===== config.mk =====
export PLATFORM = sky130hd
export DESIGN_NAME = http_request_head_parser
export DESIGN_NICKNAME = d
export VERILOG_FILES = /design/src/hw/rtl/hrhp_pkg.sv /design/src/hw/rtl/hrhp_core.sv /design/src/hw/rtl/http_request_head_parser.sv
export SDC_FILE = /design/constraint.sdc
export NUM_CORES = 1
export LEC_CHECK = 0
export ABC_AREA = 1
export BUFFER_PORTS_ARGS = -buffer_cell sky130_fd_sc_hd__buf_2
export CAP_MARGIN = 20
export CELL_PAD_IN_SITES_DETAIL_PLACEMENT = 1
export CELL_PAD_IN_SITES_GLOBAL_PLACEMENT = 2
export CORE_MARGIN = 2
export CORE_UTILIZATION = 30
export CTS_CLUSTER_DIAMETER = 50
export CTS_CLUSTER_SIZE = 24
export DETAILED_ROUTE_END_ITERATION = 7
export MAX_ROUTING_LAYER = met4
export PLACE_DENSITY = 0.71
export SLEW_MARGIN = 20
export SYNTH_ARGS = -nofsm -noshare
export SYNTH_HDL_FRONTEND = slang
export SYNTH_SLANG_ARGS = --single-unit
export TNS_END_PERCENT = 100

===== constraint.sdc =====
create_clock -name i_clk -period 4.2 [get_ports i_clk]
set_input_delay 0.84 -clock i_clk [delete_from_list [all_inputs] [get_ports i_clk]]
set_output_delay 0.84 -clock i_clk [all_outputs]
set_load 0.01 [all_outputs]

===== src/hw/rtl/hrhp_pkg.sv =====
// ---------------------------------------------------------------------------
// HTTP request head parser package
// Shared event codes, result bundle, character constants and match tables.
// ---------------------------------------------------------------------------
package hrhp_pkg;

    localparam int OUT_WIDTH = 32;

    typedef enum logic [2:0] {
        EV_GET = 3'd0,
        EV_PUT = 3'd1,
        EV_BAD = 3'd2,
        EV_LEN = 3'd3,
        EV_END = 3'd4
    } t_event;

    typedef struct packed {
        logic                 valid;
        t_event               evt;
        logic [OUT_WIDTH-1:0] length_val;
    } t_result;

    localparam logic [7:0] CH_SPACE = 8'h20;
    localparam logic [7:0] CH_COLON = 8'h3a;
    localparam logic [7:0] CH_CR    = 8'h0d;
    localparam logic [7:0] CH_LF    = 8'h0a;
    localparam logic [7:0] CH_ZERO  = 8'h30;
    localparam logic [7:0] CH_NINE  = 8'h39;

    localparam logic [3:0] VERB_CHARS = 4'd3;
    localparam logic [3:0] NAME_LEN   = 4'd14;
    localparam logic [3:0] SEG_MAX    = 4'd15;

    function automatic logic [7:0] get_char(input logic [1:0] idx);
        logic [7:0] c;
        unique case (idx)
            2'd0:    c = 8'h47; // G
            2'd1:    c = 8'h45; // E
            default: c = 8'h54; // T
        endcase
        return c;
    endfunction

    function automatic logic [7:0] put_char(input logic [1:0] idx);
        logic [7:0] c;
        unique case (idx)
            2'd0:    c = 8'h50; // P
            2'd1:    c = 8'h55; // U
            default: c = 8'h54; // T
        endcase
        return c;
    endfunction

    // "Content-Length"
    function automatic logic [7:0] clen_char(input logic [3:0] idx);
        logic [7:0] c;
        unique case (idx)
            4'd0:    c = 8'h43;
            4'd1:    c = 8'h6f;
            4'd2:    c = 8'h6e;
            4'd3:    c = 8'h74;
            4'd4:    c = 8'h65;
            4'd5:    c = 8'h6e;
            4'd6:    c = 8'h74;
            4'd7:    c = 8'h2d;
            4'd8:    c = 8'h4c;
            4'd9:    c = 8'h65;
            4'd10:   c = 8'h6e;
            4'd11:   c = 8'h67;
            4'd12:   c = 8'h74;
            4'd13:   c = 8'h68;
            default: c = 8'h00;
        endcase
        return c;
    endfunction

endpackage


===== src/hw/rtl/hrhp_core.sv =====
// ---------------------------------------------------------------------------
// HTTP request head parser core
// Parser state and the combinational byte step that produces at most one event.
// ---------------------------------------------------------------------------
module hrhp_core #(
    parameter int VALUE_WIDTH = 32
) (
    input  logic              i_clk,
    input  logic              i_rst_n,
    input  logic              i_step,
    input  logic [7:0]        i_byte,
    input  logic              i_new,
    output hrhp_pkg::t_result o_res
);
    import hrhp_pkg::*;

    localparam int ExtW  = (VALUE_WIDTH > OUT_WIDTH) ? VALUE_WIDTH : OUT_WIDTH;
    localparam int ProdW = VALUE_WIDTH + 4;

    typedef enum logic [2:0] {
        PH_METHOD  = 3'd0,
        PH_HEADERS = 3'd1,
        PH_SEARCH  = 3'd2,
        PH_INVALID = 3'd3,
        PH_DONE    = 3'd4
    } t_phase;

    t_phase                 r_phase,  n_phase,  e_phase;
    logic [3:0]             r_seg,    n_seg,    e_seg;
    logic                   r_get,    n_get,    e_get;
    logic                   r_put,    n_put,    e_put;
    logic                   r_name,   n_name,   e_name;
    logic                   r_lenln,  n_lenln,  e_lenln;
    logic                   r_skip,   n_skip,   e_skip;
    logic                   r_ddone,  n_ddone,  e_ddone;
    logic [VALUE_WIDTH-1:0] r_acc,    n_acc,    e_acc;
    logic [1:0]             r_nl,     n_nl,     e_nl;

    logic [ProdW-1:0]       prod;
    logic [ExtW-1:0]        acc_ext;
    logic [3:0]             digit;
    logic                   is_digit;
    logic [1:0]             nl_inc;

    assign digit    = 4'(i_byte - CH_ZERO);
    assign is_digit = (i_byte >= CH_ZERO) && (i_byte <= CH_NINE);
    assign acc_ext  = ExtW'(e_acc);
    assign nl_inc   = (e_nl < 2'd3) ? e_nl + 2'd1 : e_nl;

    // acc * 10 + digit, saturate when it spills past VALUE_WIDTH bits
    assign prod = (ProdW'(e_acc) << 3) + (ProdW'(e_acc) << 1) + ProdW'(digit);

    always_comb begin
        e_phase = i_new ? PH_METHOD : r_phase;
        e_seg   = i_new ? 4'd0      : r_seg;
        e_get   = i_new ? 1'b1      : r_get;
        e_put   = i_new ? 1'b1      : r_put;
        e_name  = i_new ? 1'b1      : r_name;
        e_lenln = i_new ? 1'b0      : r_lenln;
        e_skip  = i_new ? 1'b0      : r_skip;
        e_ddone = i_new ? 1'b0      : r_ddone;
        e_acc   = i_new ? '0        : r_acc;
        e_nl    = i_new ? 2'd0      : r_nl;
    end

    always_comb begin
        n_phase = e_phase;
        n_seg   = e_seg;
        n_get   = e_get;
        n_put   = e_put;
        n_name  = e_name;
        n_lenln = e_lenln;
        n_skip  = e_skip;
        n_ddone = e_ddone;
        n_acc   = e_acc;
        n_nl    = e_nl;
        o_res   = '0;

        unique case (e_phase)
            PH_METHOD: begin
                if (i_byte == CH_SPACE) begin
                    o_res.valid = 1'b1;
                    if (e_seg == VERB_CHARS && e_get) begin
                        n_phase   = PH_SEARCH;
                        n_nl      = 2'd0;
                        o_res.evt = EV_GET;
                    end else if (e_seg == VERB_CHARS && e_put) begin
                        n_phase   = PH_HEADERS;
                        n_nl      = 2'd0;
                        n_seg     = 4'd0;
                        n_name    = 1'b1;
                        n_acc     = '0;
                        n_ddone   = 1'b0;
                        n_lenln   = 1'b0;
                        n_skip    = 1'b0;
                        o_res.evt = EV_PUT;
                    end else begin
                        n_phase   = PH_INVALID;
                        o_res.evt = EV_BAD;
                    end
                end else begin
                    if (e_seg < VERB_CHARS) begin
                        if (i_byte != get_char(e_seg[1:0])) n_get = 1'b0;
                        if (i_byte != put_char(e_seg[1:0])) n_put = 1'b0;
                    end else begin
                        n_get = 1'b0;
                        n_put = 1'b0;
                    end
                    if (e_seg < SEG_MAX) n_seg = e_seg + 4'd1;
                end
            end
            PH_HEADERS: begin
                if (i_byte == CH_LF) begin
                    n_lenln = 1'b0;
                    n_skip  = 1'b0;
                    n_seg   = 4'd0;
                    n_name  = 1'b1;
                    n_acc   = '0;
                    n_ddone = 1'b0;
                    n_nl    = nl_inc;
                    if (nl_inc >= 2'd2) begin
                        n_phase     = PH_DONE;
                        o_res.valid = 1'b1;
                        o_res.evt   = EV_END;
                    end else if (e_lenln) begin
                        o_res.valid      = 1'b1;
                        o_res.evt        = EV_LEN;
                        o_res.length_val = acc_ext[OUT_WIDTH-1:0];
                    end
                end else if (i_byte != CH_CR) begin
                    n_nl = 2'd0;
                    if (i_byte == CH_COLON) begin
                        if (e_seg == NAME_LEN && e_name) n_lenln = 1'b1;
                        n_seg   = 4'd0;
                        n_name  = 1'b1;
                        n_acc   = '0;
                        n_ddone = 1'b0;
                        n_skip  = 1'b1;
                    end else if (!(e_skip && i_byte == CH_SPACE)) begin
                        n_skip = 1'b0;
                        if (e_seg >= NAME_LEN || i_byte != clen_char(e_seg)) begin
                            n_name = 1'b0;
                        end
                        if (e_seg < SEG_MAX) n_seg = e_seg + 4'd1;
                        if (!e_ddone) begin
                            if (is_digit) begin
                                n_acc = (|prod[ProdW-1:VALUE_WIDTH]) ? '1
                                                                    : prod[VALUE_WIDTH-1:0];
                            end else begin
                                n_ddone = 1'b1;
                            end
                        end
                    end
                end
            end
            PH_SEARCH: begin
                if (i_byte == CH_LF) begin
                    n_nl = nl_inc;
                    if (nl_inc >= 2'd2) begin
                        n_phase     = PH_DONE;
                        o_res.valid = 1'b1;
                        o_res.evt   = EV_END;
                    end
                end else if (i_byte != CH_CR) begin
                    n_nl = 2'd0;
                end
            end
            default: ;
        endcase
    end

    always_ff @(posedge i_clk) begin
        if (!i_rst_n) begin
            r_phase <= PH_METHOD;
            r_seg   <= 4'd0;
            r_get   <= 1'b1;
            r_put   <= 1'b1;
            r_name  <= 1'b1;
            r_lenln <= 1'b0;
            r_skip  <= 1'b0;
            r_ddone <= 1'b0;
            r_acc   <= '0;
            r_nl    <= 2'd0;
        end else if (i_step) begin
            r_phase <= n_phase;
            r_seg   <= n_seg;
            r_get   <= n_get;
            r_put   <= n_put;
            r_name  <= n_name;
            r_lenln <= n_lenln;
            r_skip  <= n_skip;
            r_ddone <= n_ddone;
            r_acc   <= n_acc;
            r_nl    <= n_nl;
        end
    end

endmodule


===== src/hw/rtl/http_request_head_parser.sv =====
// Path: an accepted byte waits in the input register; the parser step, one pass
// of logic, turns it into its event in the result register behind o_out_valid.
// Throughput: one byte per cycle while the result register is not stalled.
// Reset: synchronous active-low i_rst_n empties both registers and puts the
// parser in the method phase; i_new_request puts it there for its own byte.
// ---------------------------------------------------------------------------
// HTTP request head parser
// Byte-stream parser for the request method and the Content-Length header.
// ---------------------------------------------------------------------------
module http_request_head_parser #(
    parameter int VALUE_WIDTH = 32
) (
    input  logic        i_clk,
    input  logic        i_rst_n,
    input  logic        i_in_valid,
    output logic        o_in_stall,
    input  logic [7:0]  i_data_byte,
    input  logic        i_new_request,
    output logic        o_out_valid,
    input  logic        i_out_stall,
    output logic [2:0]  o_event_res,
    output logic [31:0] o_length_val
);
    import hrhp_pkg::*;

    logic       r_in_valid;
    logic [7:0] r_in_byte;
    logic       r_in_new;
    logic       r_out_valid;
    t_event     r_out_evt;
    logic [OUT_WIDTH-1:0] r_out_len;

    logic       out_free;
    logic       step;
    logic       accept;
    t_result    res;

    assign out_free   = !r_out_valid || !i_out_stall;
    assign step       = r_in_valid && out_free;
    assign o_in_stall = r_in_valid && !out_free;
    assign accept     = i_in_valid && !o_in_stall;

    hrhp_core #(
        .VALUE_WIDTH(VALUE_WIDTH)
    ) u_core (
        .i_clk  (i_clk),
        .i_rst_n(i_rst_n),
        .i_step (step),
        .i_byte (r_in_byte),
        .i_new  (r_in_new),
        .o_res  (res)
    );

    always_ff @(posedge i_clk) begin
        if (!i_rst_n) begin
            r_in_valid <= 1'b0;
        end else if (accept) begin
            r_in_valid <= 1'b1;
        end else if (step) begin
            r_in_valid <= 1'b0;
        end
    end

    always_ff @(posedge i_clk) begin
        if (accept) begin
            r_in_byte <= i_data_byte;
            r_in_new  <= i_new_request;
        end
    end

    // hold the result while downstream stalls the transaction
    always_ff @(posedge i_clk) begin
        if (!i_rst_n) begin
            r_out_valid <= 1'b0;
        end else if (out_free) begin
            r_out_valid <= step && res.valid;
        end
    end

    always_ff @(posedge i_clk) begin
        if (out_free && step && res.valid) begin
            r_out_evt <= res.evt;
            r_out_len <= res.length_val;
        end
    end

    assign o_out_valid  = r_out_valid;
    assign o_event_res  = r_out_evt;
    assign o_length_val = r_out_len;

endmodule


After elaboration in Yosys (flattened, before gate mapping)

Memories as Yosys holds them, arrays and structs flattened.
Index checks and enable logic that the tools add are counted.

Register bits: 93
ROM bits: 112
Input port bits: 13
Memories: 1

Memories:

| memory          | depth | bits a word | read ports | clocked after Yosys merged registers in | write ports | RTL line       | source |
|---|---|---|---|---|---|---|---|
| (no name shown) | 16    | 7           | 1          | 0                                       | 0           | hrhp_pkg.sv:57 | `unique case (idx)` |

Add/subtract/negate cells: 5
$lt $le $gt $ge: 7
Equal/unequal tests: 12
Mux-type cells: 111
Bitwise gates (word level): 3
Reductions and logical operators: 23

Operators by type and width:

| cell                                                                                 | number |
|---|---|
| 32-bit two-way mux                                                                   | 12 |
| 8-bit two-way mux                                                                    | 11 |
| 36-bit two-way mux                                                                   | 2 |
| 32-bit case mux with 2 select lines                                                  | 1 |
| 4-bit two-way mux                                                                    | 13 |
| 1-bit two-way mux                                                                    | 47 |
| 35-bit by 33-bit adder with 36-bit output                                            | 1 |
| 36-bit by 4-bit adder with 36-bit output                                             | 1 |
| 8-bit inequality test                                                                | 3 |
| 2-bit two-way mux                                                                    | 9 |
| 3-bit two-way mux                                                                    | 6 |
| 8-bit by 6-bit equality test with 1-bit output (second input constant)               | 2 |
| 3-bit case mux with 2 select lines                                                   | 2 |
| 4-bit case mux with 3 select lines                                                   | 1 |
| 1-bit logical AND                                                                    | 11 |
| 5-bit case mux with 2 select lines                                                   | 1 |
| 8-bit by 4-bit equality test with 1-bit output (second input constant)               | 1 |
| 8-bit by 6-bit greater-or-equal comparator with 1-bit output (second input constant) | 1 |
| 8-bit by 6-bit less-or-equal comparator with 1-bit output (second input constant)    | 1 |
| 8-bit by 4-bit inequality test with 1-bit output (second input constant)             | 1 |
| 1-bit case mux with 2 select lines                                                   | 4 |
| 4-bit case mux with 2 select lines                                                   | 1 |
| 4-bit OR reduction                                                                   | 2 |
| 4-bit by 1-bit adder with 4-bit output (second input constant)                       | 1 |
| 20 further kinds                                                                     | 26 |

Logic depth before layout (Yosys ltp)

Gate-level depths: netlist of run 1.

Depth after elaboration: 15
Depth in mapped cells: 32
Depth with buffers taken out: 28

Hierarchy

A second synthesis of run 1 with hierarchy kept.

Cells, all modules: 1375
Area, all modules: 8718.4 sq um

By module, submodules not included:

| module                   | instances | cells each | area an instance (sq um) | seq. area each (sq um) |
|---|---|---|---|---|
| hrhp_core                | 1         | 1314       | 7290.7                   | 940.9 |
| http_request_head_parser | 1         | 61         | 1427.6                   | 1361.3 |

Worst setup path after synthesis of run 1

OpenSTA, ideal clock, no wires.

Kind: input port to flip-flop
Start point: input port i_out_stall
End point: register r_out_evt[0] (netlist: o_event_res[0]) (enable)
Arrival time: 3282 ps
Path slack: 468 ps
Stages on the path: 6
Buffers on the path: 1
Path through: nand2_1 > inv_1 > nor2_1 > inv_1 > clkbuf_1 > a31oi_1

Cells in the longest elaborated chain, start to end: 5

Ends and longest elaborated chain:

| item                               | RTL line                       | source |
|---|---|---|
| from (decl)                        | http_request_head_parser.sv:20 | `input logic i_out_stall,` |
| 1-bit logical NOT (*)              | http_request_head_parser.sv:38 | `assign out_free = !r_out_valid \|\| !i_out_stall;` |
| 1-bit logical OR (*)               | http_request_head_parser.sv:38 |  |
| 1-bit logical AND                  | http_request_head_parser.sv:39 | `assign step = r_in_valid && out_free;` |
| 1-bit logical AND (*) (2 in a row) | http_request_head_parser.sv:81 | `if (out_free && step && res.valid) begin` |
| to (signal assigned)               | http_request_head_parser.sv:82 | `r_out_evt <= res.evt;` |
| to (decl)                          | http_request_head_parser.sv:30 | `t_event r_out_evt;` |

Every way passes the cells marked *; elsewhere a longest branch is shown, timed or not.
A chain may end at the register's enable or synchronous reset.

Worst setup path in the final report of run 1

Start point: register r_in_new
End point: register u_core.r_acc[30]

Cells in the longest elaborated chain, start to end: 12

Ends and longest elaborated chain:

| item                                          | RTL line                       | source |
|---|---|---|
| from (decl)                                   | http_request_head_parser.sv:28 | `logic r_in_new;` |
| from (signal assigned)                        | http_request_head_parser.sv:67 | `r_in_new <= i_new_request;` |
| 32-bit two-way mux (*)                        | hrhp_core.sv:62                | `e_acc = i_new ? '0 : r_acc;` |
| named net u_core.acc_ext[19]                  | hrhp_core.sv:40                | `logic [ExtW-1:0] acc_ext;` |
| 35-bit by 33-bit adder with 36-bit output (*) | hrhp_core.sv:51                | `assign prod = (ProdW'(e_acc) << 3) + (ProdW'(e_acc) << 1) + ProdW'(digit);` |
| 36-bit by 4-bit adder with 36-bit output (*)  | hrhp_core.sv:51                |  |
| 4-bit OR reduction                            | hrhp_core.sv:147               | `n_acc = (\|prod[ProdW-1:VALUE_WIDTH]) ? '1` |
| 32-bit two-way mux (*)                        | hrhp_core.sv:147               |  |
| 32-bit two-way mux (*)                        | hrhp_core.sv:146               | `if (is_digit) begin` |
| 32-bit two-way mux (*)                        | hrhp_core.sv:145               | `if (!e_ddone) begin` |
| 32-bit two-way mux (*)                        | hrhp_core.sv:139               | `end else if (!(e_skip && i_byte == CH_SPACE)) begin` |
| 32-bit two-way mux (*)                        | hrhp_core.sv:132               | `if (i_byte == CH_COLON) begin` |
| 32-bit two-way mux (*)                        | hrhp_core.sv:130               | `end else if (i_byte != CH_CR) begin` |
| 32-bit two-way mux (*)                        | hrhp_core.sv:113               | `if (i_byte == CH_LF) begin` |
| 32-bit case mux with 2 select lines (*)       | hrhp_core.sv:79                | `unique case (e_phase)` |
| to (signal assigned)                          | hrhp_core.sv:193               | `r_acc <= n_acc;` |
| to (decl)                                     | hrhp_core.sv:36                | `logic [VALUE_WIDTH-1:0] r_acc, n_acc, e_acc;` |

Mark *: on every way through the listed nets, which the timed path passes. The rest lies on a longest branch.

==> run summary, run 1 <==
The clock edge transition at the registers on the reported setup and hold paths came out at 80 ps. Yosys attributes the largest share of cell area to nand2_1, edfxtp_1, dfxtp_1. CTS built an H-tree with a depth of 3.

The post-synthesis register bit count came out at 93. The worst setup path is launched from a register. The largest driver fanout on the critical path is 12. The initial antenna violation count is 0. After layout, the minimum clock period comes to 3910 ps.

The via count of the routed design came out at 8817. The share of final-layout standard cells stronger than drive strength 1 is 10.6%. At the placement stage, the worst setup path has a slack of 193 ps. The cell sitting at the root of the clock tree is a clkbuf_16. Before antenna repair, the detailed router went through 5 iterations. The net count of the finished layout is 1475. When the netlist entered floorplanning its net count stood at 1426. The number of enable flip-flop cells after synthesis is 44. STA classifies the critical path endpoint as a register. The data arrival time at the worst-slack endpoint came out at 4170 ps. The initial cell density of the core is 30.6%. nand2_1 takes more of the synthesized area than any other cell. The total CTS buffers came out at 9. The HPWL reported at the end of detailed placement is 24600 um.

The violation count after the first detailed-route iteration is 494. The path class of the tightest hold or removal check is register to register. The multi-input combinational cells in the finished layout cover a total of 5220 sq um. The routed design has 32400 um of wire. The finished cells cover 9600 sq um. The run finished with clean final reports. The required time of the worst setup path is 4460 ps. The global-route congestion overflow total came out at 0. Ranked by instance count, the synthesized netlist is headed by nand2_1, inv_1, a21oi_1. Power spread over the standard cell area amounts to 231 nW/um^2. The number of buffers added to fix hold violations after cts came out at 0. The number of cells produced by synthesis came out at 1344. The routed length per instance is 18.3 um. For this design, the slowest cell found on the critical path is edfxtp_1.

The placer's final routability congestion estimate is 0.852. The full die area is 29800 sq um. The signal on the critical path passes through inv_4, buf_4, nand2_1, inv_1, ha_1, ha_1, nand2_1, inv_1, a21oi_1, o21ai_0, a21oi_1, nand3_1, nor2_4, nand2_4, inv_1, nand2_1, o21ai_0, nand3_1, nand3b_1, a21oi_1. The signed area change from the synthesized netlist to the final layout is 12.6%. In this run the count of I/O pins placed on the die edge is 50. The core region is 27900 sq um. The TritonCTS clock tree is done. A synthesized cell averages 6.34 sq um. In the synthesized netlist the dominant register cell turns out to be dfxtp_1. The number of max-slew violations in the final report came to 0. The deepest clock path buffer count came out at 2.

During placement, the flow inserted port buffers numbering 49. The share of synthesized area in the top cell type comes to 17.1%. The count of fill cells added during filler insertion came out at 3627. Among all cell types in the netlist, the one instantiated most often is nand2_1.

The horizontal die dimension came out at 173 um. The residual antenna-violating net count after detailed routing came out at 0. Across the whole layout, storage elements account for 2300 sq um. The post-route clock period utilization came out at 93.2%. The combined global-route utilization of all metal layers came out at 22.6%. The antenna diode count came out at 0. In this design, the stage delay of the slowest critical-path cell is 430 ps. The total number of yosys warnings is 0. The total leakage power is 5.10 nW.

Across the VDD grid, the largest voltage drop is 0.132 mV. Static timing analysis puts the maximum clock frequency at 0.256 GHz. The number of global-route vias before repair came to 8895. The chip height came out at 173 um.

The post-route worst setup slack came out at 287 ps. The cell area after synthesis came out at 8530 sq um. The first global-routing pass estimated 51500 um of wire.

Entering global routing, the biggest net connects 42 pins. The kind of critical path is register to register. Using the TritonRoute via totals, the vias-per-cell ratio works out to 4.96. The number of placement rows is 61. The count of clock tree sinks came out at 93. The sequential cell area fraction in the yosys report is 27.0%. Setup repair after global routing left no endpoint under its margin. The worst clock skew is 20.3 ps. Summing all placed instances gives a cell area of 9280 sq um.

The max-slew headroom at the worst pin is 32.5%. The DRC violations left is 0. The tool flagged a number of max-cap violations equal to 0. The transition time of the tightest slew-check pin is 1010 ps. The setup total negative slack is 0 ps. The latest clock arrival within the worst-skew pair came out at 360 ps. The share of synthesized flip-flops with an asynchronous set or reset is 0%.

Setup violations remaining at the end of the flow were counted as 0. The number of endpoints with negative hold slack in the final report came to 0. The count of cell types in the netlist is 49.
[cell usage in the layout, fill, tap and decap left out, types with 3 or more instances in the layout]
cell	synthesis	layout
nand2_1	388	388
inv_1	198	194
a21oi_1	138	138
nor2_1	132	130
o21ai_0	89	89
ha_1	68	68
buf_2	8	49
dfxtp_1	49	49
edfxtp_1	44	44
nand3_1	40	40
buf_4	8	35
nor3_1	16	16
nand4_1	14	14
xnor2_1	13	13
nand2_2	12	12
inv_2	7	10
o211ai_1	10	10
clkbuf_16	0	10
xor2_1	9	9
nor2_2	6	9
o21ai_1	7	7
a31oi_1	6	5
o21bai_1	4	4
nor2_4	4	4
a21oi_2	4	4
nor4_1	4	4
o221ai_1	4	4
nand3b_1	4	4
o2111ai_1	3	3
[cell families after synthesis]
kind of cell               count (synthesis)  synth area share, %
and+or+nand+nor                          630                 30.8
AOI/OAI and AO/OA                        277                 17.7
DFF                                       93                 27.0
buffers and inverters                    253                 12.1
adders and majority gates                 69                 10.2
xor gates and xnor gates                  22                 2.26
[cell type report]
class / instances / area share (%)
clock buffer: 11 / 2.75
clock inverter: 5 / 0.378
inverter: 205 / 8.04
multi-input combinational: 999 / 54.4
sequential: 93 / 24.0
tap: 378 / 4.93
timing repair buffer: 85 / 5.50
[worst paths after layout]
check	cells after the start	startpoint	slack, ps	end
worst max register to register	20	r_in_new	290	u_core.r_acc[30]
worst min register to register	2	u_core.r_put	470	u_core.r_put
worst min-delay path	2	u_core.r_put	470	u_core.r_put
worst max-delay path	20	r_in_new	290	u_core.r_acc[30]
[where the power goes]
| part | internal, mW | switching, mW | total [mW] | leakage (nW) |
|---|---|---|---|---|
| registers | 0.967 | 0.0204 | 0.987 | 0.895 |
| clock network | 0.459 | 0.415 | 0.875 | 0.150 |
| logic | 0.113 | 0.243 | 0.356 | 4.06 |
| total | 1.54 | 0.679 | 2.22 | 5.10 |
[per-stage QoR]
stage               util [%]  std cells  hold slack [ps]  power (mW)
floorplan                  -       1344              431        1.24
global placement        33.3       1758              454        1.36
detailed placement      33.3       1758              454        1.36
CTS                     34.4       1774              472        2.24
global route            34.5       1776              494        2.31
finish                  34.5       1776              469        2.22
[flip-flops by register name, summed over array words and instances (netlist names), 2 cells and up]
name and flops:
o_event_res 3, o_length_val 32, r_in_byte 8, u_core.r_acc 32, u_core.r_nl 2, u_core.r_phase 3
u_core.r_seg 4
[per-layer routing]
metal  vias up  track usage [%]  share of wire [%]
met5         -                -                  0
met4         0             4.17                1.4
met3        22             2.18                2.4
met2       130             36.8                 46
met1      4219             30.8                 50
li1       4446                -                  -
[worst max-delay path, delay by kind of cell (launching register included)]
kind | cells | cell delay [ps]
simple gates | 8 | 1140
compound gates | 5 | 840
buf+inv | 5 | 730
fa+ha+maj | 2 | 650
flops | 1 | 430
[repair_timing]
item / 4_1_cts / 5_1_grt
setup endpoints to repair: 0 / 30
setup buffers: 0 / 1
gates resized for setup: 0 / 6
Power figures use the tool's default switching activity.
==> run 2: changes to the inputs <==
ABC_AREA = not set   (was 1)
PLACE_DENSITY = 0.65   (was 0.71)
==> run 2 against run 1 <==
Synthesized cell count down 36%; sequential power down 2.0%; cell count down 29%; critical path depth down 7; first-iteration DRC count down 23%; count of clock-buffer cells in the layout down 2; fmax down 1.4%; combinational power down 60%.
==> run summary, run 2 <==
The library cell used most frequently in the layout, excluding fill and tap cells, is nand2_1. The number of failing setup endpoints in the final timing report is 0 (unchanged). The net load switching power is 508 uW (-25%). The violation count after the first detailed-route iteration is 381 (-23%). The via count of the routed design came out at 6662 (-24%). The post-route clock period utilization came to 94.5% (+1.3 points). edfxtp_1 takes more of the synthesized area than any other cell.

Among all cell types in the netlist, the one instantiated most often is nand2_1. The area of the core was 24200 sq um (-13%). The switching share of power came out at 25.7% (-4.9 points). The final hold slack was 464 ps (-4.51 ps). The count of cell types in the netlist is 75 (+53%). For hold timing, the worst endpoint is u_core.r_acc[6].

The share of final-layout standard cells stronger than drive strength 1 is 17.7% (+7.2 points). The count of clock tree sinks is 93 (unchanged). The initial antenna violation count is 0 (unchanged). The via count normalized by instance count came to 5.31 (+7.0%). The cell area after layout was 8540 sq um (-11%). The post-synthesis average cell area is 8.46 sq um (+33%). The number of buffers added to fix hold violations after cts is 0 (unchanged). The total leakage power is 3.51 nW (-31%). The horizontal die dimension came out at 160 um (-7.1%). The total number of yosys warnings came to 0 (unchanged). The run finished with clean final reports. The total I/O pin count is 50 (unchanged).

The highest metal layer with signal wires is met4. The pin count of the biggest net entering global routing came out at 32 (-24%). The relative contribution of sequential cells to total power was 48.9% (+4.4 points). In this run the critical register-to-register path is launched from r_in_new. The worst stage delay on the critical path came out at 490 ps (+60 ps). The deepest clock path buffer count came out at 2 (unchanged). The global-route congestion overflow total is 0 (unchanged). The chip height came to 160 um (-7.1%).

The full die area is 25700 sq um (-14%). The final critical-path required period is 3970 ps (+54.7 ps). The setup path with the least slack is of type register to register. The residual antenna-violating net count after detailed routing came out at 0 (unchanged). The cell area after synthesis came out at 7330 sq um (-14%). The proportion of netlist area held by the largest area contributor is 18.0% (+0.96 points). The highest clock frequency the design can meet came to 0.252 GHz (-1.4%). The combined global-route utilization of all metal layers is 19.8% (-2.8 points). The data arrival time at the worst-slack endpoint is 4220 ps (+50 ps). The worst clock skew is 11.0 ps (-9.28 ps). The peak supply drop came to 0.143 mV (+8.3%).

The number of global-route vias before repair was 6975 (-22%). The wire length on met2 is 11600 um (-22%). In this run the critical register-to-register path is captured at u_core.r_acc[7]. The number of cells produced by synthesis is 866 (-36%). The depth of the most critical reg-to-reg path came out at 13 (-35%).

The number of nets produced by synthesis is 948 (-34%). The HPWL reported at the end of detailed placement came to 18800 um (-24%). The wire length of the first global-routing pass was 39200 um (-24%).

The number of violations of the max-capacitance limit was 0 (unchanged). The count of buffers from port buffering came out at 49 (unchanged). The latest clock arrival within the worst-skew pair is 360 ps (about the same).

The number of enable flip-flop cells after synthesis is 44 (unchanged). The total power per unit cell area is 232 nW/um^2 (+0.28%). The detailed-routing iteration count for the pre-antenna-repair pass is 5 (unchanged). The antenna diode count came out at 0 (unchanged).

The required time of the worst setup path came out at 4450 ps (about the same). The number of H-tree levels came to 3 (unchanged). In the post-synthesis netlist, the biggest area contributors are edfxtp_1, dfxtp_1, ha_1. Ranked by instance count, the synthesized netlist is headed by nand2_1, a21oi_1, o21ai_0. TritonCTS built the clock tree. The total CTS buffers came to 9 (unchanged). The tree is rooted in a clkbuf_16.

The register-to-register path setup slack is 230 ps (-50 ps). The largest driver fanout on the critical path was 27 (+15). The routed length per instance came to 19.3 um (+5.6%). The length of routed met3 wiring came to 318 um (-60%). The share of synthesized flip-flops with an asynchronous set or reset came out at 0% (unchanged). The clock edge transition at the registers on the reported setup and hold paths came out at 70 ps (about the same). The worst hold path belongs to the class register to register.

The placer's final routability congestion estimate came out at 0.849 (-0.40%). STA classifies the critical path endpoint as a register. The design internal power was 1.47 mW (-4.5%). The sequential cell area fraction in the yosys report is 31.4% (+4.4 points). The combinational power share came to 7.1% (-8.9 points). The DRC violations left was 0 (unchanged). Compared with the post-synthesis result, the final layout area differs by 16.5%. The net count of the finished layout is 1007 (-32%). The category of the worst setup path launch point is a register. The number of cells on the worst hold path is 2 (unchanged). The area of placed instances came out at 8180 sq um (-12%).

The clock network power share is 44.0% (+4.6 points). The length of routed wiring on met1 is 11800 um (-27%). The number of placement rows came out at 57 (-6.6%). For this run, the leading register cell type out of synthesis is dfxtp_1.

The number of max-slew violations in the final report is 0 (unchanged). The startpoint identified for the worst hold timing path is u_core.r_acc[6]. The max-slew headroom at the worst pin came to 36.5% (+4.0 points). The top cell types in the final layout, fill and taps aside, are nand2_1, a21oi_1, o21ai_0. The total wirelength of the detailed-routed design is 24200 um (-25%). The master of the slowest instance on the critical path is edfxtp_1. The transition time of the tightest slew-check pin is 950 ps (-60.6 ps). The number of endpoints with negative hold slack in the final report came out at 0 (unchanged).

The initial cell density of the core came to 30.3% (-0.31 points). Traced cell by cell, the critical path runs through buf_12, nor2b_1, ha_1, ha_1, a211oi_2, o211ai_1, a21oi_2, nor3_1, a211oi_2, mux2i_2, o31ai_4, or4_1, a22o_1. The post-synthesis register bit count is 93 (unchanged).
[run 2: cell count changes after synthesis, sizes merged, moves of 9 or more]
cell	previous run	this run
a21o	0	11
a21oi	142	88
and2	1	12
buf	25	14
clkbuf	23	34
inv	205	21
nand2	402	78
nand2b	0	18
nand3	40	11
nor2	142	58
nor2b	0	36
nor3b	0	27
nor4	5	14
o21a	0	10
[run 2: logic make-up after synthesis]
group | after synthesis | synth area share, %
simple gates | 317 | 23.4
compound gates | 276 | 24.2
flops | 93 | 31.4
buf+inv | 69 | 3.95
fa+ha+maj | 69 | 11.9
xor+xnor | 35 | 4.18
mux | 7 | 0.956
[run 2: repair_timing]
item,in CTS,in global routing
resized for setup,1,15
pin swaps,0,1
buffers inserted,0,1
endpoints found under the hold margin,0,0
endpoints found under the setup margin,2,31
gates cloned,0,0
[run 2: worst max-delay path by stage]
stage | start | endpoint | slack (ps) | cells past startpoint
2_1_floorplan | r_in_new | u_core.r_acc[7] | 7 | 16
3_3_place_gp | r_in_new | u_core.r_acc[8] | 50 | 13
3_5_place_dp | r_in_new | u_core.r_acc[7] | 20 | 14
4_1_cts | r_in_new | u_core.r_acc[30] | 60 | 17
5_1_grt | r_in_new | u_core.r_acc[30] | -20 | 17
6_report | r_in_new | u_core.r_acc[7] | 230 | 13
[run 2: layout make-up]
cell class	count	area (sq um)
clock inverter	7	71.3
sequential	93	2300
timing repair buffer	96	636
clock buffer	9	225
tap	324	405
multi-input combinational	704	4820
inverter	21	78.8
fill	2879	15600
[run 2: power by group through the flow]
stage                     sequential (mW)  combinational (mW)  clock (mW)
after CTS                           0.967               0.141       0.897
after floorplan                     0.979              0.0901           0
final                               0.967               0.141       0.870
after detailed placement            0.988               0.140           0
after global placement              0.988               0.141           0
after global routing                0.970               0.155       0.929
[run 2: critical path: cells and delay by family (launching register included)]
| kind | cells | cell delay, ps |
|---|---|---|
| adder cells (fa/ha/maj) | 2 | 650 |
| flip-flops | 1 | 490 |
| AND/OR/NAND/NOR | 3 | 840 |
| AO/OA/AOI/OAI | 6 | 1370 |
| buffers and inverters | 1 | 210 |
| multiplexers | 1 | 290 |
[run 2: stage by stage]
step                cells  util, %  power [mW]  setup slack (ps)  setup TNS [ps]
floorplan             866        -        1.07              6.60               0
global placement     1237     33.8        1.13              54.2               0
detailed placement   1237     33.8        1.13              16.5               0
CTS                  1253     35.1        2.01              63.3               0
global route         1254     35.3        2.05             -17.7           -38.4
finish               1254     35.3        1.98               233               0
[run 2: metal layers]
| layer | vias to the layer above | global-route usage, % |
|---|---|---|
| li1 | 3311 | - |
| met1 | 3281 | 25.6 |
| met2 | 50 | 33.3 |
| met3 | 20 | 1.97 |
| met4 | 0 | 5.28 |
| met5 | - | - |
==> run 3: changes to the inputs <==
CORE_UTILIZATION = 38   (was 30)
PLACE_DENSITY = 0.79   (was 0.65)
==> run 3 against run 2 <==
Sequential cell count did not move; design area fell by 1.7%; routed wire length rose by 0.57%; sequential power barely moved; non-clock buffer count fell by 5; via count rose by 2.7%; total power fell by 3.2%; die area fell by 21%; clock power fell by 6.8%; cell count fell by 5.4%; count of clock-buffer cells in the layout rose by 2; combinational power fell by 4%; critical path type unchanged; largest cell class unchanged.
==> run summary, run 3 (synthesis results as in run 2) <==
The run finished with clean final reports. The share of the core filled with cells in the final layout is 44.6% (+9.3 points). The pin count of the biggest net entering global routing came out at 45 (+41%). The wire length of the first global-routing pass is 38700 um (-1.3%). The number of endpoints with negative hold slack in the final report came out at 0 (unchanged). The via count normalized by instance count came out at 5.77 (+8.6%).

The horizontal die dimension is 143 um (-11%). The library cell used most frequently in the layout, excluding fill and tap cells, is nand2_1. The transition time of the tightest slew-check pin came out at 964 ps (+14.2 ps). The area of placed instances is 8020 sq um (-1.9%). Leaving out fill and tap cells, the most frequent cells in the layout are nand2_1, a21oi_1, o21ai_0. The number of max-slew violations in the final report came out at 0 (unchanged).

The buffers plus inverters on the worst setup path is 4 (+3). The violation count after the first detailed-route iteration came out at 340 (-11%). The setup total negative slack is 0 ps (unchanged). The clock edge transition at the registers on the reported setup and hold paths was 70 ps (about the same).

The worst stage delay on the critical path came out at 430 ps (-60 ps). The placer's final routability congestion estimate was 0.898 (+5.8%). The min-delay analysis places its worst path in the category register to register. The cell area after layout is 8390 sq um (-1.7%).

The deepest clock path buffer count is 2 (unchanged). The number of buffers added to fix hold violations after cts came out at 0 (unchanged). The area of the core was 18800 sq um (-22%).

The largest individual stage delay along the critical path comes from the cell or3_1. The HPWL reported at the end of detailed placement is 18900 um (+0.47%). The number of cells on the worst hold path came out at 2 (unchanged). The nature of the critical path endpoint is a register. TritonCTS built the clock tree. The count of fill cells added during filler insertion is 2235 (-22%). The initial cell density of the core is 38.9% (+8.6 points). The final critical-path required period is 4010 ps (+43.6 ps).

The cell occurring most often along the worst timing path is buf_4. The initial antenna violation count is 1 (+1). The via count of the routed design came to 6843 (+2.7%). The overall power after layout came out at 1.92 mW (-3.2%).

The CTS root buffer is clkbuf_16. The global-route congestion overflow total is 0 (unchanged). The number of global-route vias before repair is 7145 (+2.4%). Walking the worst path, the cells encountered are buf_12, nor2b_2, buf_4, and2_1, ha_2, inv_1, fa_1, nand2b_1, a21oi_2, o21ai_1, and3b_2, nor4b_2, or3_1, o31ai_4, nor3_2, buf_4, a221oi_2.

The routed length per instance came to 20.5 um (+6.3%). The data arrival time at the worst-slack endpoint is 4290 ps (+70 ps). The depth of the most critical reg-to-reg path was 17 (+4). The largest driver fanout on the critical path came out at 44 (+63%). The total I/O pin count came out at 50 (unchanged). The total CTS buffers came out at 9 (unchanged). The cell depth of the worst setup path is 17 (+4). The number of placement rows came to 50 (-12%). The max-slew headroom at the worst pin is 35.1% (-1.4 points). The post-route clock period utilization came out at 95.5% (+1.0 points). The total leakage power was 3.47 nW (-1.0%). The detailed-routing iteration count for the pre-antenna-repair pass is 5 (unchanged). The total wirelength of the detailed-routed design is 24300 um (+0.57%).

The DRC violations left was 0 (unchanged). The signed area change from the synthesized netlist to the final layout is 14.6%. The chip height came out at 143 um (-11%). The residual antenna-violating net count after detailed routing was 0 (unchanged). The kind of cell with the highest combined delay on the critical path is simple AND/OR/NAND/NOR gates. The latest clock arrival within the worst-skew pair is 360 ps (about the same).

The number of H-tree levels is 3 (unchanged). The count of buffers from port buffering is 49 (unchanged). The number of failing setup endpoints in the final timing report came out at 0 (unchanged). The kind of critical path is register to register.

The required time of the worst setup path is 4480 ps (+30 ps). The net count of the finished layout is 1002 (-0.50%). The peak supply drop is 0.126 mV (-12%). The total power per unit cell area is 228 nW/um^2 (-1.5%).

The combined global-route utilization of all metal layers came out at 24.9% (+5.1 points). The count of clock tree sinks came out at 93 (unchanged). The number of violations of the max-capacitance limit is 0 (unchanged). The full die area came out at 20400 sq um (-21%). The worst setup path is launched from a register. The worst clock skew came to 11.1 ps (+0.125 ps). The share of final-layout standard cells stronger than drive strength 1 is 17.3% (-0.44 points). The highest clock frequency the design can meet is 0.249 GHz (-1.1%).
==> run 3: through the flow <==
| step | hold WS, ps | cells | setup WS (ps) |
|---|---|---|---|
| after floorplan | 433 | 866 | 6.60 |
| after global placement | 449 | 1168 | 15.3 |
| after detailed placement | 457 | 1168 | -37.4 |
| after CTS | 467 | 1184 | 38.4 |
| after global routing | 477 | 1186 | -6.22 |
| final | 469 | 1186 | 189 |
==> run 3: path summary, 6_finish.rpt <==
check,startpoint,end,slack (ps)
hold reg to reg,u_core.r_acc[5],u_core.r_acc[5],470
hold / removal,u_core.r_acc[5],u_core.r_acc[5],470
setup reg to reg,r_in_new,u_core.r_acc[30],190
setup / recovery,r_in_new,u_core.r_acc[30],190
==> run 3: final cells by class <==
type,instances,area (sq um),area share [%]
Antenna cell,1,2.50,0.0298
Clock buffer,11,243,2.89
Clock inverter,5,42.5,0.507
Inverter,21,78.8,0.939
Multi-Input combinational cell,704,4830,57.5
Sequential cell,93,2300,27.4
Tap cell,260,325,3.88
Timing Repair Buffer,91,573,6.83
==> run 3: layer usage <==
metal | share of wire, % | global-route usage, % | routed length (um)
met2 | 50 | 42.9 | 12100
met1 | 46 | 30.6 | 11100
met5 | 0 | - | 0
met3 | 2.3 | 2.58 | 550
met4 | 2.4 | 8.13 | 580
==> run 3: report_power, final <==
| part | switching [mW] | internal, mW |
|---|---|---|
| clock | 0.386 | 0.425 |
| sequential | 0.0151 | 0.953 |
| combinational | 0.0884 | 0.0481 |
| total | 0.490 | 1.43 |
==> run 3: timing repair <==
action                     CTS  global route
gates resized for setup      1            18
pin swaps                    0             2
setup endpoints to repair    1            31
setup buffers                0             1
==> run 3: worst register-to-register path: stages, from the launching register on <==
cell and delay [ps]:
edfxtp_1 420, buf_12 200, nor2b_2 180, buf_4 150, and2_1 160, ha_2 220, inv_1 70, fa_1 410
nand2b_1 200, a21oi_2 220, o21ai_1 160, and3b_2 300, nor4b_2 170, or3_1 430, o31ai_4 130, nor3_2 100
buf_4 190, a221oi_2 220
